$ cat src/design/dep_pkg.sv
// Shared types, command codes and constants of the drawing-environment packet builder.
package dep_pkg;

   // GPU command opcodes, already placed in the top byte of a word.
   localparam logic [31:0] CMD_AREA_TL = 32'hE300_0000;
   localparam logic [31:0] CMD_AREA_BR = 32'hE400_0000;
   localparam logic [31:0] CMD_OFFSET  = 32'hE500_0000;
   localparam logic [31:0] CMD_MODE    = 32'hE100_0000;
   localparam logic [31:0] CMD_WINDOW  = 32'hE200_0000;
   localparam logic [31:0] CMD_MASK    = 32'hE600_0000;
   localparam logic [31:0] CMD_RECT    = 32'h6000_0000;
   localparam logic [31:0] CMD_FILL    = 32'h0200_0000;

   // Texture page masks for the two VRAM modes.
   localparam logic [15:0] PAGE_MASK_LARGE = 16'h27FF;
   localparam logic [15:0] PAGE_MASK_SMALL = 16'h09FF;

   // Packet lengths in words.
   localparam logic [3:0] PKT_LEN_SHORT = 4'd6;
   localparam logic [3:0] PKT_LEN_FULL  = 4'd9;

   // Word slots of a packet, in emission order.
   localparam logic [3:0] SLOT_AREA_TL = 4'd0;
   localparam logic [3:0] SLOT_AREA_BR = 4'd1;
   localparam logic [3:0] SLOT_OFFSET  = 4'd2;
   localparam logic [3:0] SLOT_MODE    = 4'd3;
   localparam logic [3:0] SLOT_WINDOW  = 4'd4;
   localparam logic [3:0] SLOT_MASK    = 4'd5;
   localparam logic [3:0] SLOT_FILL    = 4'd6;
   localparam logic [3:0] SLOT_FILL_XY = 4'd7;
   localparam logic [3:0] SLOT_FILL_WH = 4'd8;

   // Configuration register indexes.
   localparam logic [1:0] CSR_LARGE_VRAM  = 2'd0;
   localparam logic [1:0] CSR_VRAM_WIDTH  = 2'd1;
   localparam logic [1:0] CSR_VRAM_HEIGHT = 2'd2;

   localparam logic [12:0] VRAM_WIDTH_RESET  = 13'd1024;
   localparam logic [12:0] VRAM_HEIGHT_RESET = 13'd512;

   typedef struct packed {
      logic        large_vram_mode;
      logic [12:0] vram_width_limit;
      logic [12:0] vram_height_limit;
   } cfg_type;

   typedef struct packed {
      logic [15:0] area_x;
      logic [15:0] area_y;
      logic [15:0] area_width;
      logic [15:0] area_height;
      logic [15:0] draw_offset_x;
      logic [15:0] draw_offset_y;
      logic [15:0] texture_page;
      logic [2:0]  flags;
      logic [15:0] window_offset;
      logic [31:0] window_size;
      logic [23:0] clear_color;
   } item_type;

endpackage

$ cat src/design/dep_csr.sv
// Configuration registers of the drawing-environment packet builder.
module dep_csr (
   input  logic            clock,
   input  logic            reset,
   input  logic            csr_write_enable,
   input  logic [1:0]      csr_index,
   input  logic [12:0]     csr_write_data,
   output dep_pkg::cfg_type cfg
);
   import dep_pkg::*;

   cfg_type cfg_ff;
   cfg_type cfg_in;

   always_comb begin
      cfg_in = cfg_ff;
      if (csr_write_enable) begin
         case (csr_index)
            CSR_LARGE_VRAM:  cfg_in.large_vram_mode   = csr_write_data[0];
            CSR_VRAM_WIDTH:  cfg_in.vram_width_limit  = csr_write_data;
            CSR_VRAM_HEIGHT: cfg_in.vram_height_limit = csr_write_data;
            default:         cfg_in = cfg_ff;
         endcase
      end
   end

   always_ff @(posedge clock) begin
      if (reset) begin
         cfg_ff.large_vram_mode   <= 1'b0;
         cfg_ff.vram_width_limit  <= VRAM_WIDTH_RESET;
         cfg_ff.vram_height_limit <= VRAM_HEIGHT_RESET;
      end else begin
         cfg_ff <= cfg_in;
      end
   end

   assign cfg = cfg_ff;

endmodule

$ cat src/design/dep_word_gen.sv
// Combinational builder of one packet word, selected by its slot number.
module dep_word_gen (
   input  dep_pkg::cfg_type  cfg,
   input  dep_pkg::item_type item,
   input  logic [3:0]        slot,
   output logic [31:0]       word,
   output logic [3:0]        length
);
   import dep_pkg::*;

   // Clamp a signed coordinate to 0 .. limit-1; a zero limit behaves as one.
   function automatic logic [12:0] clamp_coord(input logic [15:0] v, input logic [12:0] limit);
      logic [12:0] hi;
      hi = (limit == 13'd0) ? 13'd0 : limit - 13'd1;
      if (v[15]) begin
         return 13'd0;
      end else if (v[14:0] > {2'b00, hi}) begin
         return hi;
      end else begin
         return v[12:0];
      end
   endfunction

   logic [15:0] br_x;
   logic [15:0] br_y;
   logic [15:0] corner_x;
   logic [15:0] corner_y;
   logic [12:0] cx;
   logic [12:0] cy;
   logic [31:0] area_cmd;
   logic [31:0] area_word;
   logic [15:0] neg_w;
   logic [15:0] neg_h;
   logic [15:0] page_bits;
   logic        fast_fill;
   logic [15:0] rel_x;
   logic [15:0] rel_y;

   assign br_x = item.area_x + item.area_width - 16'd1;
   assign br_y = item.area_y + item.area_height - 16'd1;

   // One clamp pair serves both area corners.
   assign corner_x = (slot == SLOT_AREA_BR) ? br_x : item.area_x;
   assign corner_y = (slot == SLOT_AREA_BR) ? br_y : item.area_y;
   assign area_cmd = (slot == SLOT_AREA_BR) ? CMD_AREA_BR : CMD_AREA_TL;
   assign cx = clamp_coord(corner_x, cfg.vram_width_limit);
   assign cy = clamp_coord(corner_y, cfg.vram_height_limit);

   always_comb begin
      if (cfg.large_vram_mode) begin
         area_word = area_cmd | {8'h00, cy[11:0], cx[11:0]};
      end else begin
         area_word = area_cmd | {12'h000, cy[9:0], cx[9:0]};
      end
   end

   always_comb begin
      if (cfg.large_vram_mode) begin
         page_bits = (item.texture_page & PAGE_MASK_LARGE)
                   | {3'b000, item.flags[1], item.flags[0], 11'h000};
      end else begin
         page_bits = (item.texture_page & PAGE_MASK_SMALL)
                   | {5'b00000, item.flags[1], item.flags[0], 9'h000};
      end
   end

   assign neg_w = 16'd0 - item.window_size[15:0];
   assign neg_h = 16'd0 - item.window_size[31:16];

   assign fast_fill = (item.area_x[5:0] == 6'd0) && (item.area_width[5:0] == 6'd0);
   assign rel_x = item.area_x - item.draw_offset_x;
   assign rel_y = item.area_y - item.draw_offset_y;

   assign length = item.flags[2] ? PKT_LEN_FULL : PKT_LEN_SHORT;

   always_comb begin
      case (slot)
         SLOT_AREA_TL, SLOT_AREA_BR: word = area_word;
         SLOT_OFFSET: begin
            if (cfg.large_vram_mode) begin
               word = CMD_OFFSET
                    | {8'h00, item.draw_offset_y[11:0], item.draw_offset_x[11:0]};
            end else begin
               word = CMD_OFFSET
                    | {10'h000, item.draw_offset_y[10:0], item.draw_offset_x[10:0]};
            end
         end
         SLOT_MODE:   word = CMD_MODE | {16'h0000, page_bits};
         SLOT_WINDOW: word = CMD_WINDOW | {12'h000, item.window_offset[15:11],
                                           item.window_offset[7:3], neg_h[7:3], neg_w[7:3]};
         SLOT_MASK:   word = CMD_MASK;
         SLOT_FILL:   word = (fast_fill ? CMD_FILL : CMD_RECT) | {8'h00, item.clear_color};
         SLOT_FILL_XY: begin
            if (fast_fill) begin
               word = {item.area_y, item.area_x};
            end else begin
               word = {rel_y, rel_x};
            end
         end
         SLOT_FILL_WH: word = {item.area_height, item.area_width};
         default:      word = 32'h0000_0000;
      endcase
   end

endmodule

$ cat src/design/draw_environment_packet_builder_core.sv
// Top level of the drawing-environment packet builder: input hold register, word sequencer, result register.
//
// Each accepted word on the request channel describes one drawing environment and turns into a
// packet of six GPU command words (draw area top-left and bottom-right, drawing offset, draw mode,
// texture window, mask setting), or nine when the clear flag is set, in which case a fast fill or
// a monochrome rectangle of three words follows. The result channel carries one command word per
// cycle while the result side keeps taking words; a stall there holds the flow, and every word passes
// through the single result register. A description waits in a hold register while a word
// counter steps through its slots; each word is built by short combinational logic from the hold
// register and the configuration, and lands in the result register. The next description is taken
// in the same cycle that the final word of the current packet moves into the result register, so
// packets stream without gaps as long as the result side keeps taking words. Configuration writes
// take effect on the next clock and must only happen while no packet is in flight.
module draw_environment_packet_builder_core (
   input  logic        clock,
   input  logic        reset,

   input  logic        csr_write_enable,
   input  logic [1:0]  csr_index,
   input  logic [12:0] csr_write_data,

   input  logic        req_valid,
   output logic        req_ready,
   input  logic signed [15:0] req_area_x,
   input  logic signed [15:0] req_area_y,
   input  logic signed [15:0] req_area_width,
   input  logic signed [15:0] req_area_height,
   input  logic signed [15:0] req_draw_offset_x,
   input  logic signed [15:0] req_draw_offset_y,
   input  logic [15:0] req_texture_page,
   input  logic [2:0]  req_flags,
   input  logic [15:0] req_window_offset,
   input  logic [31:0] req_window_size,
   input  logic [23:0] req_clear_color,

   output logic        rsp_valid,
   input  logic        rsp_ready,
   output logic [31:0] rsp_packet_word,
   output logic [3:0]  rsp_packet_length,
   output logic        rsp_last_word
);
   import dep_pkg::*;

   cfg_type     cfg;
   item_type    req_item;

   // Hold register: the description whose words are being emitted.
   item_type    item_ff;
   logic        hold_valid_ff;
   logic        hold_valid_in;
   logic [3:0]  slot_ff;
   logic [3:0]  slot_in;

   // Result register.
   logic        rsp_valid_ff;
   logic        rsp_valid_in;
   logic [31:0] word_ff;
   logic [3:0]  length_ff;
   logic        last_ff;

   logic [31:0] word;
   logic [3:0]  length;
   logic        advance;
   logic        final_slot;
   logic        req_accept;

   dep_csr u_csr (
      .clock            (clock),
      .reset            (reset),
      .csr_write_enable (csr_write_enable),
      .csr_index        (csr_index),
      .csr_write_data   (csr_write_data),
      .cfg              (cfg)
   );

   dep_word_gen u_word_gen (
      .cfg    (cfg),
      .item   (item_ff),
      .slot   (slot_ff),
      .word   (word),
      .length (length)
   );

   assign req_item.area_x        = req_area_x;
   assign req_item.area_y        = req_area_y;
   assign req_item.area_width    = req_area_width;
   assign req_item.area_height   = req_area_height;
   assign req_item.draw_offset_x = req_draw_offset_x;
   assign req_item.draw_offset_y = req_draw_offset_y;
   assign req_item.texture_page  = req_texture_page;
   assign req_item.flags         = req_flags;
   assign req_item.window_offset = req_window_offset;
   assign req_item.window_size   = req_window_size;
   assign req_item.clear_color   = req_clear_color;

   // A held description hands a word to the result register when that register is empty or being emptied.
   assign advance    = hold_valid_ff && (!rsp_valid_ff || rsp_ready);
   assign final_slot = (slot_ff == length - 4'd1);

   // The hold register frees up in the cycle its final word is handed on.
   assign req_ready  = !hold_valid_ff || (advance && final_slot);
   assign req_accept = req_valid && req_ready;

   always_comb begin
      hold_valid_in = hold_valid_ff;
      slot_in       = slot_ff;
      if (advance) begin
         slot_in = final_slot ? 4'd0 : slot_ff + 4'd1;
         if (final_slot) begin
            hold_valid_in = 1'b0;
         end
      end
      if (req_accept) begin
         hold_valid_in = 1'b1;
         slot_in       = 4'd0;
      end
   end

   always_comb begin
      rsp_valid_in = rsp_valid_ff;
      if (advance) begin
         rsp_valid_in = 1'b1;
      end else if (rsp_ready) begin
         rsp_valid_in = 1'b0;
      end
   end

   always_ff @(posedge clock) begin
      if (reset) begin
         hold_valid_ff <= 1'b0;
         slot_ff       <= 4'd0;
         rsp_valid_ff  <= 1'b0;
      end else begin
         hold_valid_ff <= hold_valid_in;
         slot_ff       <= slot_in;
         rsp_valid_ff  <= rsp_valid_in;
      end
   end

   always_ff @(posedge clock) begin
      if (req_accept) begin
         item_ff <= req_item;
      end
      if (advance) begin
         word_ff   <= word;
         length_ff <= length;
         last_ff   <= final_slot;
      end
   end

   assign rsp_valid         = rsp_valid_ff;
   assign rsp_packet_word   = word_ff;
   assign rsp_packet_length = length_ff;
   assign rsp_last_word     = last_ff;

`ifndef NO_ASSERTIONS
   // The word counter never runs past the length of the packet being built.
   a_slot_in_range: assert property (@(posedge clock) disable iff (reset)
      hold_valid_ff |-> (slot_ff < length))
      else $error("word counter beyond packet length");

   // Every delivered word carries one of the two legal packet lengths.
   a_length_legal: assert property (@(posedge clock) disable iff (reset)
      rsp_valid |-> (rsp_packet_length == PKT_LEN_SHORT || rsp_packet_length == PKT_LEN_FULL))
      else $error("illegal packet length on result channel");

   // When the final word moves on and no description is accepted, the hold register is left empty.
   a_restart_after_last: assert property (@(posedge clock) disable iff (reset)
      (advance && final_slot && !req_accept) |=> !hold_valid_ff)
      else $error("sequencer kept running after final word");

   // Reset empties both the hold and the result register.
   a_reset_clears: assert property (@(posedge clock)
      reset |=> (!rsp_valid_ff && !hold_valid_ff))
      else $error("reset did not clear the pipeline");
`endif

endmodule
$ cat config.mk
export PLATFORM = sky130hd
export DESIGN_NAME = draw_environment_packet_builder_core
export DESIGN_NICKNAME = d
export VERILOG_FILES = /design/src/design/dep_pkg.sv /design/src/design/dep_csr.sv /design/src/design/dep_word_gen.sv /design/src/design/draw_environment_packet_builder_core.sv
export SDC_FILE = /design/constraint.sdc
export NUM_CORES = 1
export LEC_CHECK = 0
export ABC_AREA = 0
export BUFFER_PORTS_ARGS = -buffer_cell sky130_fd_sc_hd__buf_4
export CORE_ASPECT_RATIO = 0.6
export CORE_MARGIN = 3
export CORE_UTILIZATION = 25
export CTS_CLUSTER_DIAMETER = 80
export DETAILED_ROUTE_END_ITERATION = 6
export GPL_ROUTABILITY_DRIVEN = 0
export GPL_TIMING_DRIVEN = 0
export PLACE_DENSITY = 0.38
export REMOVE_ABC_BUFFERS = 1
export SYNTH_ARGS = -nofsm -noshare
export SYNTH_HDL_FRONTEND = slang
export SYNTH_SLANG_ARGS = --single-unit
$ cat constraint.sdc
create_clock -name clock -period 14.01 [get_ports clock]
set_clock_uncertainty 0.05 [all_clocks]
set_input_delay 2.1015 -clock clock [delete_from_list [all_inputs] [get_ports clock]]
set_output_delay 2.1015 -clock clock [all_outputs]
set_load 0.02 [all_outputs]
After elaboration in Yosys (flattened, before gate mapping)
Cells that the tools add are included.
{"block": "op_classes", "n_addsub": 12, "n_lt_le_gt_ge": 2, "eq_ne": 11, "n_mux": 22, "bitwise": 5, "reduce_logical": 23}
{"op": "32-bit one-hot mux with 8 select lines", "count": 1}
{"op": "32-bit two-way mux", "count": 2}
{"op": "32-bit by 24-bit OR with 32-bit output", "count": 2}
{"op": "12-bit two-way mux", "count": 4}
{"op": "16-bit two-way mux", "count": 3}
{"op": "16-bit adder", "count": 2}
{"op": "32-bit by 20-bit OR with 32-bit output", "count": 1}
{"op": "16-bit by 1-bit subtractor with 16-bit output, second input constant", "count": 2}
{"op": "16-bit subtractor", "count": 2}
{"op": "31-bit two-way mux", "count": 1}
{"op": "15-bit by 13-bit > comparator with 1-bit output", "count": 2}
{"op": "27-bit two-way mux", "count": 1}
{"op": "13-bit zero test", "count": 2}
{"op": "13-bit two-way mux", "count": 2}
{"op": "13-bit by 1-bit subtractor with 13-bit output, second input constant", "count": 2}
{"op": "24-bit two-way mux", "count": 1}
{"op": "4-bit by 3-bit == test with 1-bit output, second input constant", "count": 4}
{"op": "1-bit by 8-bit subtractor with 8-bit output, first input constant", "count": 2}
{"op": "14-bit by 13-bit OR with 14-bit output", "count": 1}
{"op": "6-bit zero test", "count": 2}
{"op": "12-bit by 11-bit OR with 12-bit output", "count": 1}
{"op": "4-bit by 2-bit == test with 1-bit output, second input constant", "count": 2}
{"op": "4-bit two-way mux", "count": 2}
{"op": "2-bit AND reduction", "count": 4}
{"op": "other kinds (15)", "count": 27}
{"block": "totals", "ff_bits": 247, "word_cells": 95}

Longest topological paths before layout
{"block": "depth", "ltp_word": 9, "mapped_depth": 24, "mapped_depth_nobuf": 22}

By module
From an unflattened synthesis, not the netlist that was laid out.
{"block": "hier_totals", "cells_unflattened": 1424, "area_unflattened_um2": 14983.1}
{"mod": "draw_environment_packet_builder_core", "instances": 1, "cells_each": 267, "area_each_um2": 7115.6}
{"mod": "dep_word_gen", "instances": 1, "cells_each": 1049, "area_each_um2": 6721.4}
{"mod": "dep_csr", "instances": 1, "cells_each": 108, "area_each_um2": 1146.1}

Least setup slack after synthesis
No wires, ideal clock.
{"block": "synth_path", "path_type": "input to register", "from": "input port rsp_ready", "to": "register item_ff[0] in the netlist's numbering, enable pin", "t_arrival_ps": 7721, "t_required_ps": 13417, "setup_slack_ps": 5696, "cell_stages": 6, "n_path_buf": 1, "cell_sequence": "nand2b_1 -> and2_1 -> clkbuf_1 -> nand2_1 -> nand2_1 -> and2_1"}
{"block": "synth_between", "elab_chain_cells": 5}
{"element": "start: declaration", "line_no": "draw_environment_packet_builder_core.sv:37", "rtl": "input logic rsp_ready,"}
{"element": "1-bit logical OR", "line_no": "draw_environment_packet_builder_core.sv:97", "rtl": "assign advance = hold_valid_ff && (!rsp_valid_ff || rsp_ready);"}
{"element": "1-bit logical AND", "line_no": "draw_environment_packet_builder_core.sv:97"}
{"element": "net advance", "line_no": "draw_environment_packet_builder_core.sv:63", "rtl": "logic advance;"}
{"element": "1-bit logical AND", "line_no": "draw_environment_packet_builder_core.sv:101", "rtl": "assign req_ready = !hold_valid_ff || (advance && final_slot);"}
{"element": "1-bit logical OR", "line_no": "draw_environment_packet_builder_core.sv:101"}
{"element": "net req_ready", "line_no": "draw_environment_packet_builder_core.sv:23", "rtl": "output logic req_ready,"}
{"element": "1-bit logical AND", "line_no": "draw_environment_packet_builder_core.sv:102", "rtl": "assign req_accept = req_valid && req_ready;"}
{"element": "end signal: assignment", "line_no": "draw_environment_packet_builder_core.sv:142", "rtl": "item_ff <= req_item;"}
{"element": "end: declaration", "line_no": "draw_environment_packet_builder_core.sv:48", "rtl": "item_type item_ff;"}
The timed path passes the listed nets, and every way through them passes these cells.
A chain may end at the register's enable or synchronous reset.

Worst setup path after layout
{"block": "layout_path", "from": "register item_ff[156] in the netlist's numbering", "to": "register word_ff[17] (netlist: rsp_packet_word[17]), data pin"}
{"block": "layout_between", "elab_chain_cells": 9}
{"element": "16-bit adder", "line_no": "dep_word_gen.sv:40", "rtl": "assign br_y = item.area_y + item.area_height - 16'd1;"}
{"element": "16-bit by 1-bit subtractor with 16-bit output", "line_no": "dep_word_gen.sv:40"}
{"element": "16-bit two-way mux", "line_no": "dep_word_gen.sv:44", "rtl": "assign corner_y = (slot == SLOT_AREA_BR) ? br_y : item.area_y;"}
{"element": "15-bit by 13-bit > comparator with 1-bit output", "line_no": "dep_word_gen.sv:17", "rtl": "end else if (v[14:0] > {2'b00, hi}) begin"}
{"element": "12-bit two-way mux", "line_no": "dep_word_gen.sv:17"}
{"element": "12-bit two-way mux", "line_no": "dep_word_gen.sv:15", "rtl": "if (v[15]) begin"}
{"element": "32-bit by 20-bit OR with 32-bit output / 32-bit by 24-bit OR with 32-bit output (equally long branches)", "line_no": "dep_word_gen.sv:53, dep_word_gen.sv:51"}
{"element": "32-bit two-way mux", "line_no": "dep_word_gen.sv:50", "rtl": "if (cfg.large_vram_mode) begin"}
{"element": "32-bit one-hot mux with 8 select lines (*)", "line_no": "dep_word_gen.sv:77", "rtl": "case (slot)"}
{"element": "net u_word_gen.word[17]", "line_no": "dep_word_gen.sv:6", "rtl": "output logic [31:0] word,"}
{"element": "end signal: assignment", "line_no": "draw_environment_packet_builder_core.sv:145", "rtl": "word_ff <= word;"}
{"element": "end: declaration", "line_no": "draw_environment_packet_builder_core.sv:57", "rtl": "logic [31:0] word_ff;"}
The timed path passes the listed nets; every way through them passes the cells marked *.

==> flow_summary.json <==
{
  "tns_ns": 0,
  "grt_remaining_overflow": 0,
  "outcome": "finished clean",
  "drc": 0,
  "layout-drive-gt1-share_pct": 18.0,
  "yosys_warnings": 0,
  "numCtsBuffers": 26,
  "track_usage_pct": 16.6,
  "fin_crit_ns": 6.24,
  "vdd_drop_max_uv": 82.5,
  "required_ns": 14.24,
  "yosys.area.top_type_share_pct": 42.0,
  "hold_class": "flop to flop",
  "fillers": 5792,
  "syn_avg_cell_area_um2": 9.92,
  "yosysMostFrequentCell": "edfxtp_1",
  "synth_area_um2": 14100,
  "cp-end-kind": "flop",
  "synth_top_area_cell": "edfxtp_1",
  "core_area_um2": 54900,
  "dieArea_um2": 59300,
  "crit_family": "compound AO/OA/AOI/OAI gates",
  "power_density_nw_per_um2": 112,
  "maxCapViolCount": 0,
  "syn2layout_area_growth_pct": 24.6,
  "critPathBufInv": 3,
  "startpoint_type": "flop",
  "p_int_mw": 1.38,
  "final.period_utilization_pct": 44.5,
  "combPwrFrac_pct": 22.8,
  "relSlewSlack_pct": 10.5,
  "crit_fanout": 14,
  "hold_buffers": 0,
  "final_antenna_net_count": 0,
  "synth-main-ff-cell": "edfxtp_1",
  "fp.dieH_um": 190,
  "layout.nets": 1966,
  "dp_hpwl_mm": 39.5,
  "p_sw_mw": 0.597,
  "wl_met2_mm": 18.1,
  "hold_viol": 0,
  "dp_slack_ns": 7.45,
  "wl_mm": 50.5,
  "clkPwrFrac_pct": 35.4,
  "min_path_cells": 2,
  "wl_met3_mm": 2.96,
  "p_seq_share_pct": 41.9,
  "synth_commonest_cells": "edfxtp_1 (197), inv_1 (178), nand2_1 (152)",
  "wire_per_inst_um": 21.0,
  "antenna_found_initial": 1,
  "tightest_slew_ns": 1.34,
  "synth_area_leaders": "edfxtp_1 (42%), ha_1 (11%), inv_1 (4.7%)",
  "via_count": 11400,
  "synthArstFlopShare_pct": 0,
  "leakage_nw": 7.22,
  "r2r_cells": 22,
  "htree_levels": 1,
  "portBuffers": 220,
  "yosysSeqAreaShare_pct": 46.7,
  "slew_violations": 0,
  "via_per_inst": 4.76,
  "cts_resized": 0,
  "crit_chain": "inv_1 -> ha_1 -> inv_1 -> ha_1 -> fa_1 -> a211oi_1 -> o21ai_0 -> a31o_2 -> a21oi_1 -> xor2_1 -> o21ai_0 -> ha_1 -> and3_1 -> nand4_1 -> nor3_1 -> a31oi_1 -> a311oi_2 -> buf_4 -> nor2_1 -> a21o_1 -> o21ai_0 -> o211ai_1",
  "met1Wirelength_mm": 28.6,
  "io_pins": 246,
  "synth_enable_flop_cells": 197,
  "crit_type": "flop to flop",
  "clock_path_buffers": 3,
  "firstDrtPassIters": 5,
  "row_count": 66,
  "layout_setup_ws_ns": 7.77,
  "clkSinkCount": 230,
  "clock-root-buffer": "clkbuf_16",
  "grt_max_degree": 64,
  "syn_inst": 1419,
  "die_x_um": 312,
  "cp_slowest_cell": "a211oi_1",
  "crit_cells": 22,
  "yosysUniqueCellTypes": 72,
  "finalSetupViolCount": 0,
  "clock_latency_ns": 0.58,
  "switching_share_pct": 30.3,
  "seq_area_um2": 6580,
  "cp_slowest_stage_delay_ns": 0.55,
  "post_cts_buffers": 0,
  "synth-seq-cells": 230,
  "grt_pass1_wl_mm": 73.7,
  "cts_tree": "yes",
  "clkTransAtPathRegs_ns": 0.07,
  "grt_pass1_vias": 11300,
  "highest_layer": "met4",
  "start_util_pct": 25.6,
  "fmax_mhz": 160,
  "multi_input_area_um2": 6670,
  "critical_path_arrival_ns": 6.47,
  "rsz0062_at_grt": "no",
  "drt-initial-drc-count": 972
}
## cell families (layout without fill, tap and decap cells)
family / after synthesis / after routing / share of synthesized area [%]
AO/OA/AOI/OAI: 361 / 361 / 16.6
XOR/XNOR: 68 / 68 / 4.23
adder cells (fa/ha/maj): 124 / 124 / 11.2
buffers and inverters: 221 / 456 / 6.06
flip-flops: 230 / 230 / 46.7
multiplexers: 25 / 25 / 1.80
other: 0 / 1 / 0
AND/OR/NAND/NOR: 390 / 390 / 13.3
## worst register-to-register path, stage by stage (launching register included)
cell	delay (ns)
edfxtp_1	0.43
inv_1	0.10
ha_1	0.28
inv_1	0.04
ha_1	0.23
fa_1	0.44
a211oi_1	0.55
o21ai_0	0.32
a31o_2	0.32
a21oi_1	0.17
xor2_1	0.22
o21ai_0	0.16
ha_1	0.38
and3_1	0.20
nand4_1	0.14
nor3_1	0.28
a31oi_1	0.11
a311oi_2	0.42
buf_4	0.30
nor2_1	0.06
a21o_1	0.18
o21ai_0	0.35
o211ai_1	0.21
## layout by cell type, fill, tap and decap left out, types with 20 or more instances in the layout
| cell | instances |
|---|---|
| a21o_1 | 21 |
| a21oi_1 | 95 |
| a221oi_1 | 21 |
| a22oi_1 | 20 |
| buf_4 | 221 |
| clkbuf_16 | 26 |
| dfxtp_1 | 32 |
| edfxtp_1 | 197 |
| ha_1 | 120 |
| inv_1 | 178 |
| mux2i_1 | 22 |
| nand2_1 | 152 |
| nand2b_1 | 20 |
| nand3_1 | 23 |
| nor2_1 | 76 |
| nor3_1 | 24 |
| o21ai_0 | 95 |
| xnor2_1 | 36 |
| xor2_1 | 32 |
## sequential cells by signal, summed over array words and instances, names as in the netlist
name / flops
item_ff: 162
u_csr.cfg: 27
rsp_last_word: 1
hold_valid_ff: 1
rsp_packet_word: 32
rsp_valid: 1
rsp_packet_length: 2
slot_ff: 4
## power groups by stage
stage | Sequential, mW | Combinational (mW) | Clock, mW
3_5_place_dp | 0.840 | 0.444 | 0
5_1_grt | 0.830 | 0.502 | 0.748
2_1_floorplan | 0.841 | 0.269 | 0
3_3_place_gp | 0.850 | 0.432 | 0
6_report | 0.825 | 0.449 | 0.697
4_1_cts | 0.826 | 0.447 | 0.724
## through the flow
step	total power, mW	area (um^2)	instances	util, %	hold slack [ns]
detailed placement	1.28	16700	2354	30.4	0.428
global route	2.08	17500	2402	31.9	0.469
global placement	1.28	16500	2344	30.0	0.429
CTS	2.00	17500	2401	31.9	0.445
floorplan	1.11	13900	1376	-	0.392
finish	1.97	17500	2403	31.9	0.447
## routing by layer
layer,up-vias,global-route usage [%]
li1,5567,-
met1,5488,28.3
met2,328,20.7
met3,46,3.23
met4,0,2.91
met5,-,0
## area by class of cell
cell class                 count  share of cell area [%]
clock inverter                11                   0.785
sequential                   230                    37.5
inverter                     178                    3.81
timing repair buffer         231                    10.5
multi-input combinational    968                    38.0
clock buffer                  36                    4.04
antenna                        1                  0.0143
tap                          748                    5.34
## final timing paths
kind / start / end / slack [ns]
setup reg to reg: item_ff[156] / rsp_packet_word[17] / 7.77
hold / removal: u_csr.cfg[17] / u_csr.cfg[17] / 0.45
hold reg to reg: u_csr.cfg[17] / u_csr.cfg[17] / 0.45
setup / recovery: item_ff[156] / rsp_packet_word[17] / 7.77
Power figures use the tool's default switching activity.
